--- config.mk ---
export PLATFORM = sky130hd
export DESIGN_NAME = chained_hash_table
export DESIGN_NICKNAME = d
export VERILOG_FILES = /design/src/rtl/cht_pkg.sv /design/src/rtl/cht_ram.sv /design/src/rtl/cht_front.sv /design/src/rtl/cht_queue.sv /design/src/rtl/cht_back.sv /design/src/rtl/chained_hash_table.sv
export VERILOG_INCLUDE_DIRS = /design/src /design/src/rtl
export SDC_FILE = /design/constraint.sdc
export NUM_CORES = 2
export LEC_CHECK = 0
export ABC_CLOCK_PERIOD_IN_PS = 7600
export BUFFER_PORTS_ARGS = -buffer_cell sky130_fd_sc_hd__buf_4
export CAP_MARGIN = 25
export CELL_PAD_IN_SITES_DETAIL_PLACEMENT = 1
export CELL_PAD_IN_SITES_GLOBAL_PLACEMENT = 1
export CORE_UTILIZATION = 40
export CTS_CLUSTER_DIAMETER = 60
export DETAILED_ROUTE_END_ITERATION = 16
export GPL_TIMING_DRIVEN = 0
export PLACE_DENSITY = 0.64
export SYNTH_ARGS = -nofsm -noshare
export SYNTH_HDL_FRONTEND = slang
export SYNTH_SLANG_ARGS = --single-unit
--- constraint.sdc ---
create_clock -name clk -period 7.6 [get_ports clk]
set_input_delay 1.52 -clock clk [delete_from_list [all_inputs] [get_ports clk]]
set_output_delay 1.52 -clock clk [all_outputs]
set_load 0.02 [all_outputs]
--- src/rtl/chained_hash_table_assert.svh ---
// Assertion macros for the chained hash table RTL.
// Included by the modules that carry concurrent checks; no dependencies.
`ifndef CHAINED_HASH_TABLE_ASSERT_SVH
`define CHAINED_HASH_TABLE_ASSERT_SVH

`ifndef SYNTHESIS

`define CHT_ASSERT_IMP(lbl, clk, rst_n, ante, cons) \
	lbl: assert property (@(posedge clk) disable iff (!rst_n) (ante) |-> (cons)) \
		else $error("assertion failed");

`define CHT_ASSERT_NXT(lbl, clk, rst_n, ante, cons) \
	lbl: assert property (@(posedge clk) disable iff (!rst_n) (ante) |=> (cons)) \
		else $error("assertion failed");

`else

`define CHT_ASSERT_IMP(lbl, clk, rst_n, ante, cons)

`define CHT_ASSERT_NXT(lbl, clk, rst_n, ante, cons)

`endif

`endif

--- src/rtl/cht_pkg.sv ---
// Shared types and constants of the chained hash table.
// No dependencies; imported by every module of the block but cht_ram.
package cht_pkg;

	localparam int KEY_W      = 31;
	localparam int STATUS_W   = 2;
	localparam int BUCKET_W   = 4;
	localparam int POS_W      = 4;

	typedef enum logic {
		OP_INSERT = 1'b0,
		OP_FIND   = 1'b1
	} op_t;

	typedef enum logic [STATUS_W-1:0] {
		ST_INSERTED  = 2'd0,
		ST_FOUND     = 2'd1,
		ST_NOT_FOUND = 2'd2,
		ST_FULL      = 2'd3
	} status_t;

	typedef struct packed {
		op_t              op;
		logic [KEY_W-1:0] key;
	} item_t;

endpackage

--- src/rtl/cht_ram.sv ---
// Generic single-write, single-read RAM with registered read data.
// No dependencies.
module cht_ram #(
	parameter int WIDTH = 31,
	parameter int DEPTH = 80,
	localparam int AW = (DEPTH > 1) ? $clog2(DEPTH) : 1
) (
	input  logic             clk,
	input  logic             we,
	input  logic [AW-1:0]    waddr,
	input  logic [WIDTH-1:0] wdata,
	input  logic             re,
	input  logic [AW-1:0]    raddr,
	output logic [WIDTH-1:0] rdata
);

	logic [WIDTH-1:0] mem_q [DEPTH];
	logic [WIDTH-1:0] rdata_q;

	always_ff @(posedge clk) begin
		if (we) begin
			mem_q[waddr] <= wdata;
		end
		if (re) begin
			rdata_q <= mem_q[raddr];
		end
	end

	assign rdata = rdata_q;

endmodule

--- src/rtl/cht_front.sv ---
// Front end: takes items, reduces the key modulo the bucket count by a
// reciprocal multiply and a subtract. Depends on cht_pkg; feeds cht_queue.
module cht_front import cht_pkg::*; #(
	parameter int BUCKETS = 10,
	localparam int BW = $clog2(BUCKETS)
) (
	input  logic             clk,
	input  logic             arst_n,
	input  logic             start,
	output logic             busy,
	input  logic             op,
	input  logic [KEY_W-1:0] key,
	input  logic             q_full,
	output logic             push,
	output item_t            push_item,
	output logic [BW-1:0]    push_bucket
);

	localparam int              SH    = KEY_W + BW;
	localparam int              MW    = KEY_W + 1;
	localparam int              PRW   = KEY_W + MW;
	localparam longint unsigned SCALE = 64'd1 << SH;
	localparam logic [MW-1:0]   RECIP = MW'((SCALE + 64'(BUCKETS) - 64'd1) / 64'(BUCKETS));

	typedef enum logic [1:0] {
		F_IDLE,
		F_DIV,
		F_REM,
		F_PUSH
	} fstate_t;

	fstate_t          state_q;
	item_t            item_q;
	logic [KEY_W-1:0] quo_q;
	logic [BW-1:0]    rem_q;
	logic [PRW-1:0]   prod;
	logic [KEY_W-1:0] quo_nx;
	logic [BW-1:0]    rem_nx;

	assign prod   = PRW'(item_q.key) * PRW'(RECIP);
	assign quo_nx = KEY_W'(prod >> SH);
	assign rem_nx = BW'(item_q.key - quo_q * KEY_W'(BUCKETS));

	always_ff @(posedge clk or negedge arst_n) begin
		if (!arst_n) begin
			state_q <= F_IDLE;
			item_q  <= '0;
			quo_q   <= '0;
			rem_q   <= '0;
		end else begin
			unique case (state_q)
				F_IDLE: begin
					if (start) begin
						item_q  <= '{op: op_t'(op), key: key};
						state_q <= F_DIV;
					end
				end
				F_DIV: begin
					quo_q   <= quo_nx;
					state_q <= F_REM;
				end
				F_REM: begin
					rem_q   <= rem_nx;
					state_q <= F_PUSH;
				end
				F_PUSH: begin
					if (!q_full) begin
						state_q <= F_IDLE;
					end
				end
				default: begin
					state_q <= F_IDLE;
				end
			endcase
		end
	end

	assign busy        = (state_q != F_IDLE);
	assign push        = (state_q == F_PUSH) && !q_full;
	assign push_item   = item_q;
	assign push_bucket = rem_q;

endmodule

--- src/rtl/cht_queue.sv ---
// Short first-in first-out queue between the front and back ends.
// Imports cht_pkg but uses nothing from it; includes the assertion macros.
`include "chained_hash_table_assert.svh"
module cht_queue import cht_pkg::*; #(
	parameter int WIDTH = 36,
	parameter int DEPTH = 2,
	localparam int PW = (DEPTH > 1) ? $clog2(DEPTH) : 1,
	localparam int CW = $clog2(DEPTH + 1)
) (
	input  logic             clk,
	input  logic             arst_n,
	input  logic             push,
	input  logic [WIDTH-1:0] wdata,
	output logic             full,
	input  logic             pop,
	output logic [WIDTH-1:0] rdata,
	output logic             empty
);

	logic [WIDTH-1:0] ent_q [DEPTH];
	logic [PW-1:0]    wptr_q;
	logic [PW-1:0]    rptr_q;
	logic [CW-1:0]    cnt_q;

	always_ff @(posedge clk) begin
		if (push) begin
			ent_q[wptr_q] <= wdata;
		end
	end

	always_ff @(posedge clk or negedge arst_n) begin
		if (!arst_n) begin
			wptr_q <= '0;
			rptr_q <= '0;
			cnt_q  <= '0;
		end else begin
			if (push) begin
				wptr_q <= (wptr_q == PW'(DEPTH - 1)) ? '0 : wptr_q + PW'(1);
			end
			if (pop) begin
				rptr_q <= (rptr_q == PW'(DEPTH - 1)) ? '0 : rptr_q + PW'(1);
			end
			if (push && !pop) begin
				cnt_q <= cnt_q + CW'(1);
			end else if (pop && !push) begin
				cnt_q <= cnt_q - CW'(1);
			end
		end
	end

	assign full  = (cnt_q == CW'(DEPTH));
	assign empty = (cnt_q == '0);
	assign rdata = ent_q[rptr_q];

	`CHT_ASSERT_IMP(a_no_overflow, clk, arst_n, push, !full)
	`CHT_ASSERT_IMP(a_no_underflow, clk, arst_n, pop, !empty)
	`CHT_ASSERT_IMP(a_cnt_bound, clk, arst_n, 1'b1, cnt_q <= CW'(DEPTH))

endmodule

--- src/rtl/cht_back.sv ---
// Back end: keeps chain counts, inserts keys and walks a bucket's chain.
// Depends on cht_pkg and cht_ram.
`include "chained_hash_table_assert.svh"
module cht_back import cht_pkg::*; #(
	parameter int BUCKETS = 10,
	parameter int CHAIN_DEPTH = 8,
	localparam int BW = $clog2(BUCKETS)
) (
	input  logic                clk,
	input  logic                arst_n,
	input  logic                q_empty,
	output logic                pop,
	input  item_t               q_item,
	input  logic [BW-1:0]       q_bucket,
	output logic                done,
	output logic [STATUS_W-1:0] status,
	output logic [BUCKET_W-1:0] bucket,
	output logic [POS_W-1:0]    position
);

	localparam int ENTRIES = BUCKETS * CHAIN_DEPTH;
	localparam int AW      = $clog2(ENTRIES);
	localparam int CW      = $clog2(CHAIN_DEPTH + 1);

	typedef enum logic {
		B_IDLE,
		B_WALK
	} bstate_t;

	bstate_t            state_q;
	logic [CW-1:0]      counts_q [BUCKETS];
	logic [KEY_W-1:0]   key_q;
	logic [BW-1:0]      bkt_q;
	logic [CW-1:0]      cnt_q;
	logic [CW-1:0]      iss_q;
	logic [CW-1:0]      cmp_q;
	logic               pend_q;
	logic               done_q;
	status_t            status_q;
	logic [BUCKET_W-1:0] bucket_q;
	logic [POS_W-1:0]   position_q;

	logic [CW-1:0]      cnt_sel;
	logic               is_insert;
	logic               ram_we;
	logic [AW-1:0]      waddr;
	logic               ram_re;
	logic [AW-1:0]      raddr;
	logic [KEY_W-1:0]   rdata;
	logic               hit;

	assign pop       = (state_q == B_IDLE) && !q_empty;
	assign cnt_sel   = counts_q[q_bucket];
	assign is_insert = (q_item.op == OP_INSERT);
	assign ram_we    = pop && is_insert && (cnt_sel < CW'(CHAIN_DEPTH));
	assign waddr     = AW'(q_bucket) * AW'(CHAIN_DEPTH) + AW'(cnt_sel);
	assign hit       = pend_q && (rdata == key_q);
	assign ram_re    = (state_q == B_WALK) && (iss_q < cnt_q) && !hit;
	assign raddr     = AW'(bkt_q) * AW'(CHAIN_DEPTH) + AW'(cnt_q - CW'(1) - iss_q);

	cht_ram #(
		.WIDTH (KEY_W),
		.DEPTH (ENTRIES)
	) u_store (
		.clk   (clk),
		.we    (ram_we),
		.waddr (waddr),
		.wdata (q_item.key),
		.re    (ram_re),
		.raddr (raddr),
		.rdata (rdata)
	);

	always_ff @(posedge clk or negedge arst_n) begin
		if (!arst_n) begin
			state_q    <= B_IDLE;
			for (int i = 0; i < BUCKETS; i++) begin
				counts_q[i] <= '0;
			end
			key_q      <= '0;
			bkt_q      <= '0;
			cnt_q      <= '0;
			iss_q      <= '0;
			cmp_q      <= '0;
			pend_q     <= 1'b0;
			done_q     <= 1'b0;
			status_q   <= ST_INSERTED;
			bucket_q   <= '0;
			position_q <= '0;
		end else begin
			done_q <= 1'b0;
			unique case (state_q)
				B_IDLE: begin
					if (pop) begin
						key_q      <= q_item.key;
						bkt_q      <= q_bucket;
						bucket_q   <= BUCKET_W'(q_bucket);
						position_q <= '0;
						if (is_insert) begin
							done_q <= 1'b1;
							if (ram_we) begin
								counts_q[q_bucket] <= cnt_sel + CW'(1);
								status_q <= ST_INSERTED;
							end else begin
								status_q <= ST_FULL;
							end
						end else if (cnt_sel == '0) begin
							done_q   <= 1'b1;
							status_q <= ST_NOT_FOUND;
						end else begin
							cnt_q   <= cnt_sel;
							iss_q   <= '0;
							cmp_q   <= '0;
							pend_q  <= 1'b0;
							state_q <= B_WALK;
						end
					end
				end
				B_WALK: begin
					pend_q <= ram_re;
					if (ram_re) begin
						iss_q <= iss_q + CW'(1);
					end
					if (hit) begin
						done_q     <= 1'b1;
						status_q   <= ST_FOUND;
						position_q <= POS_W'(cmp_q + CW'(1));
						state_q    <= B_IDLE;
					end else if (pend_q) begin
						cmp_q <= cmp_q + CW'(1);
						if (cmp_q + CW'(1) == cnt_q) begin
							done_q   <= 1'b1;
							status_q <= ST_NOT_FOUND;
							state_q  <= B_IDLE;
						end
					end
				end
				default: begin
					state_q <= B_IDLE;
				end
			endcase
		end
	end

	assign done     = done_q;
	assign status   = status_q;
	assign bucket   = bucket_q;
	assign position = position_q;

	`CHT_ASSERT_IMP(a_walk_bounds, clk, arst_n, state_q == B_WALK, (iss_q <= cnt_q) && (cmp_q < cnt_q))
	`CHT_ASSERT_IMP(a_no_full_write, clk, arst_n, ram_we, cnt_sel < CW'(CHAIN_DEPTH))
	`CHT_ASSERT_IMP(a_found_pos, clk, arst_n, done_q && (status_q == ST_FOUND), position_q != '0)
	`CHT_ASSERT_NXT(a_insert_done, clk, arst_n, pop && is_insert, done_q && (state_q == B_IDLE))

endmodule

--- src/rtl/chained_hash_table.sv ---
// Top level of the chained hash table: front end, queue and back end.
// Depends on cht_pkg, cht_front, cht_queue, cht_back and cht_ram.
//
// Usage: drive op (0 insert, 1 find) and key with start high; the item is
// taken at a rising edge where start is high and busy is low. Every item
// gives exactly one result, shown for one cycle with done high on status,
// bucket and position. The receiver cannot hold results off.
// Flow: the front end finds key modulo BUCKETS by a reciprocal multiply
// and a subtract, registering the quotient and then the remainder, then
// hands the item to a two-entry queue (busy stays high until the item is
// pushed, so also while the queue is full). The back end pops it; an insert
// or a find of an empty bucket is answered without a walk, and a find reads
// the bucket's store one entry a cycle from newest to oldest through the
// RAM's single read port, stopping at a hit. Front and back run
// concurrently, but the front end takes no new item until its last one is
// in the queue, and long finds, by filling the queue, hold it off too.
// Reset clears all chain counts and the queue; the key store needs no
// clearing pass.
module chained_hash_table import cht_pkg::*; #(
	parameter int BUCKETS = 10,
	parameter int CHAIN_DEPTH = 8
) (
	input  logic                clk,
	input  logic                arst_n,
	input  logic                start,
	output logic                busy,
	input  logic                op,
	input  logic [KEY_W-1:0]    key,
	output logic                done,
	output logic [STATUS_W-1:0] status,
	output logic [BUCKET_W-1:0] bucket,
	output logic [POS_W-1:0]    position
);

	localparam int BW = $clog2(BUCKETS);
	localparam int IW = $bits(item_t);
	localparam int QW = IW + BW;

	logic           push;
	item_t          f_item;
	logic [BW-1:0]  f_bucket;
	logic           q_full;
	logic           q_empty;
	logic           pop;
	logic [QW-1:0]  q_rdata;
	item_t          q_item;
	logic [BW-1:0]  q_bucket;

	cht_front #(
		.BUCKETS (BUCKETS)
	) u_front (
		.clk         (clk),
		.arst_n      (arst_n),
		.start       (start),
		.busy        (busy),
		.op          (op),
		.key         (key),
		.q_full      (q_full),
		.push        (push),
		.push_item   (f_item),
		.push_bucket (f_bucket)
	);

	cht_queue #(
		.WIDTH (QW),
		.DEPTH (2)
	) u_queue (
		.clk    (clk),
		.arst_n (arst_n),
		.push   (push),
		.wdata  ({f_bucket, f_item}),
		.full   (q_full),
		.pop    (pop),
		.rdata  (q_rdata),
		.empty  (q_empty)
	);

	assign q_item   = item_t'(q_rdata[IW-1:0]);
	assign q_bucket = q_rdata[QW-1 -: BW];

	cht_back #(
		.BUCKETS     (BUCKETS),
		.CHAIN_DEPTH (CHAIN_DEPTH)
	) u_back (
		.clk      (clk),
		.arst_n   (arst_n),
		.q_empty  (q_empty),
		.pop      (pop),
		.q_item   (q_item),
		.q_bucket (q_bucket),
		.done     (done),
		.status   (status),
		.bucket   (bucket),
		.position (position)
	);

endmodule

==> impl_metrics.tcl <==
set metrics [dict create \
    run_status "complete, no violations" \
    fp.dieW_um 531 \
    die_h_um 531 \
    avgViaCountPerCell 5.67 \
    min_path_type "reg -> reg" \
    hold_ws_ps 459 \
    grt-ovfl-total 0 \
    synth_area_leaders "edfxtp_1 (69%), mux4_2 (15%), dfrtp_1 (3.1%), fa_1 (3.1%), ha_1 (2.4%)" \
    synth_flop_cell "edfxtp_1" \
    finalWorstSetupSlack_ps 336 \
    synth_top_area_cell "edfxtp_1" \
    finalCriticalPeriod_ps 7260 \
    postCtsSetupRepairBufs 0 \
    h-tree-depth 5 \
    setup_viol 0 \
    ys_top_cells_by_count "edfxtp_1 (2583), mux4_2 (752), inv_1 (289)" \
    ys_ff_latch 2724 \
    worstMarginPinSlew_ps 1090 \
    port_buffers 46 \
    synthesis.nets 5612 \
    maxSlewHeadroom 0.255 \
    layout-drive-gt1-share 0.277 \
    ys_seq_area_frac 0.724 \
    synth_area_um2 112000 \
    critPathKind "reg -> reg" \
    synth_cells 5185 \
    cts_root_buf "clkbuf_16" \
    rows 193 \
    clk_pin_slew_ps 60 \
    grt_pass1_vias 57579 \
    fin_setup_tns_ps 0 \
    regToRegSetupSlack_ps 340 \
    synth_edf_count 2583 \
    fmax_ghz 0.138 \
    drv_slew 0 \
    antenna_left 0 \
    grt_usage 0.214 \
    synth_cell_types 67 \
    yosysMostFrequentCell "edfxtp_1" \
    worstSetupStartpointType "flop" \
    place_ws_ps -41.6 \
    nNetsFinal 6137 \
    drcViolationCount 0 \
    dr_total_vias 54530 \
    ys_warn_count 0 \
    drv_cap 0 \
    boundaryPins 47 \
    first_iter_violations 6044 \
    fp.dieArea_um2 282000 \
    antenna_found_initial 15 \
    place_hpwl_mm 208 \
    required_ps 8380 \
    critPathMaxFanout 6 \
    dp.cells 9088 \
    grt_pass1_wl_mm 430 \
    critPathArrivalTime_ps 8040 \
    start_util 0.404 \
    clock-skew-final_ps 89.2 \
    holdBufCountCts 0 \
    async_flop_share 0.0518 \
    clkLatencyLatePin_ps 960 \
    tritoncts "yes" \
    cts_buffers 304 \
    gp_congestion 0.824 \
    cts.sinks 2724 \
    core-area_um2 277000 \
    cp-end-kind "flop" \
    final_cells 9621 \
    routed_wl_mm 303 \
    final_min_period_over_clock_period 0.956 \
    clock_path_buffers 4 \
    area.growth.synth_to_final_pct 16.7 \
    synth_top_area_share 0.692 \
    first_pass_iters 7 \
    avgRoutedWirePerCell_um 31.5 \
    grt_setup_unrepaired "no" \
    synth_area_per_cell_um2 21.6 \
    grt_max_degree 87 \
    hold_viol 0 \
]
-- cell usage in the layout, fill, tap and decap left out, types with 96 or more instances in the layout --
cell type,instances
clkbuf_1,197
inv_1,288
mux4_2,752
fa_1,176
clkbuf_16,310
ha_1,216
nand2_1,103
edfxtp_1,2583
dfrtp_1,139
mux2_2,96
-- worst max-delay path, stage by stage, from the launching register on --
cell and delay (ps):
dfrtp_1 460, ha_1 310, inv_1 70, fa_1 560, inv_1 70, fa_1 520, inv_1 80, fa_1 600
inv_1 190, fa_1 530, inv_1 60, fa_1 540, inv_1 60, fa_1 450, fa_1 490, inv_1 50
ha_1 270, nand3_1 170, nor4_4 310, buf_2 220, o31ai_2 120, a21boi_0 260, a2111oi_0 120, or4_1 490
o311ai_0 120
-- layout make-up --
cell class                      instances  area, um^2
Fill cell                           24990      147000
Sequential cell                      2724       81100
Multi-Input combinational cell       1949       29800
Clock buffer                          387        8090
Tap cell                             3705        4640
Timing Repair Buffer                  219        4110
Inverter                              290        1090
Clock inverter                        118        1060
Buffer                                222         901
Antenna cell                            7        17.5
-- path summary, 6_finish.rpt --
kind | from | endpoint | cells after the start
max in group asynchronous | arst_n | u_back.key_q[23]$_DFFE_PN0P_ | 2
setup reg to reg | u_front.push_item[6]$_DFFE_PN0P_ | u_front.quo_q[2]$_DFFE_PN0N_ | 24
setup / recovery | u_front.push_item[6]$_DFFE_PN0P_ | u_front.quo_q[2]$_DFFE_PN0N_ | 24
min in group asynchronous | arst_n | u_back.done$_DFF_PN0_ | 1
hold reg to reg | u_back.counts_q[7]$_DFFE_PN0P_ | u_back.counts_q[7]$_DFFE_PN0P_ | 1
hold / removal | u_back.counts_q[7]$_DFFE_PN0P_ | u_back.counts_q[7]$_DFFE_PN0P_ | 1
-- routing by layer --
layer,track usage,up-vias,part of all wire
li1,-,22232,-
met3,0.0356,445,0.064
met1,0.293,29903,0.42
met4,0.0598,2,0.028
met2,0.354,1948,0.49
met5,0,-,0.000023
-- sequential cells by signal (all words and copies together) (netlist names) --
register              cells
u_back.bkt_q              4
u_queue.rptr_q            1
u_front.quo_q             3
u_back.key_q             31
u_queue.wptr_q            1
u_back.status             2
u_back.cnt_q              4
u_queue.cnt_q             2
u_front.state_q           2
u_back.position           4
u_back.done               1
u_queue.ent_q            72
u_back.counts_q          40
u_back.u_store.rdata     31
u_back.state_q            1
u_back.u_store.mem_q   2480
u_back.iss_q              4
u_front.push_item        32
u_back.cmp_q              4
u_back.pend_q             1
u_front.push_bucket       4
-- metrics by stage --
stage | util | cell area [um^2]
after global routing | 0.471 | 131000
after detailed placement | 0.437 | 121000
after floorplan | - | 112000
after CTS | 0.470 | 130000
final | 0.471 | 131000
after global placement | 0.422 | 117000
-- kinds of logic (layout without fill, tap and decap cells) --
| kind of cell | count (synthesis) | after routing | synth area share |
|---|---|---|---|
| buffers and inverters | 512 | 1236 | 0.0177 |
| xor gates and xnor gates | 74 | 74 | 0.00591 |
| muxes | 954 | 954 | 0.171 |
| other | 0 | 7 | 0 |
| adders and majority gates | 392 | 392 | 0.0556 |
| AOI/OAI and AO/OA | 195 | 195 | 0.0125 |
| DFF | 2724 | 2724 | 0.724 |
| and+or+nand+nor | 334 | 334 | 0.0142 |
-- repair_timing --
action / in CTS / in global routing
gates resized for setup: 1 / 5
cloned: 0 / 0
hold endpoints to repair: 0 / 0
setup endpoints to repair: 1 / 2
pin swaps: 0 / 0
Power is not shown: default switching activity piles up to over one toggle a cycle in this logic, so the estimate is an artifact.
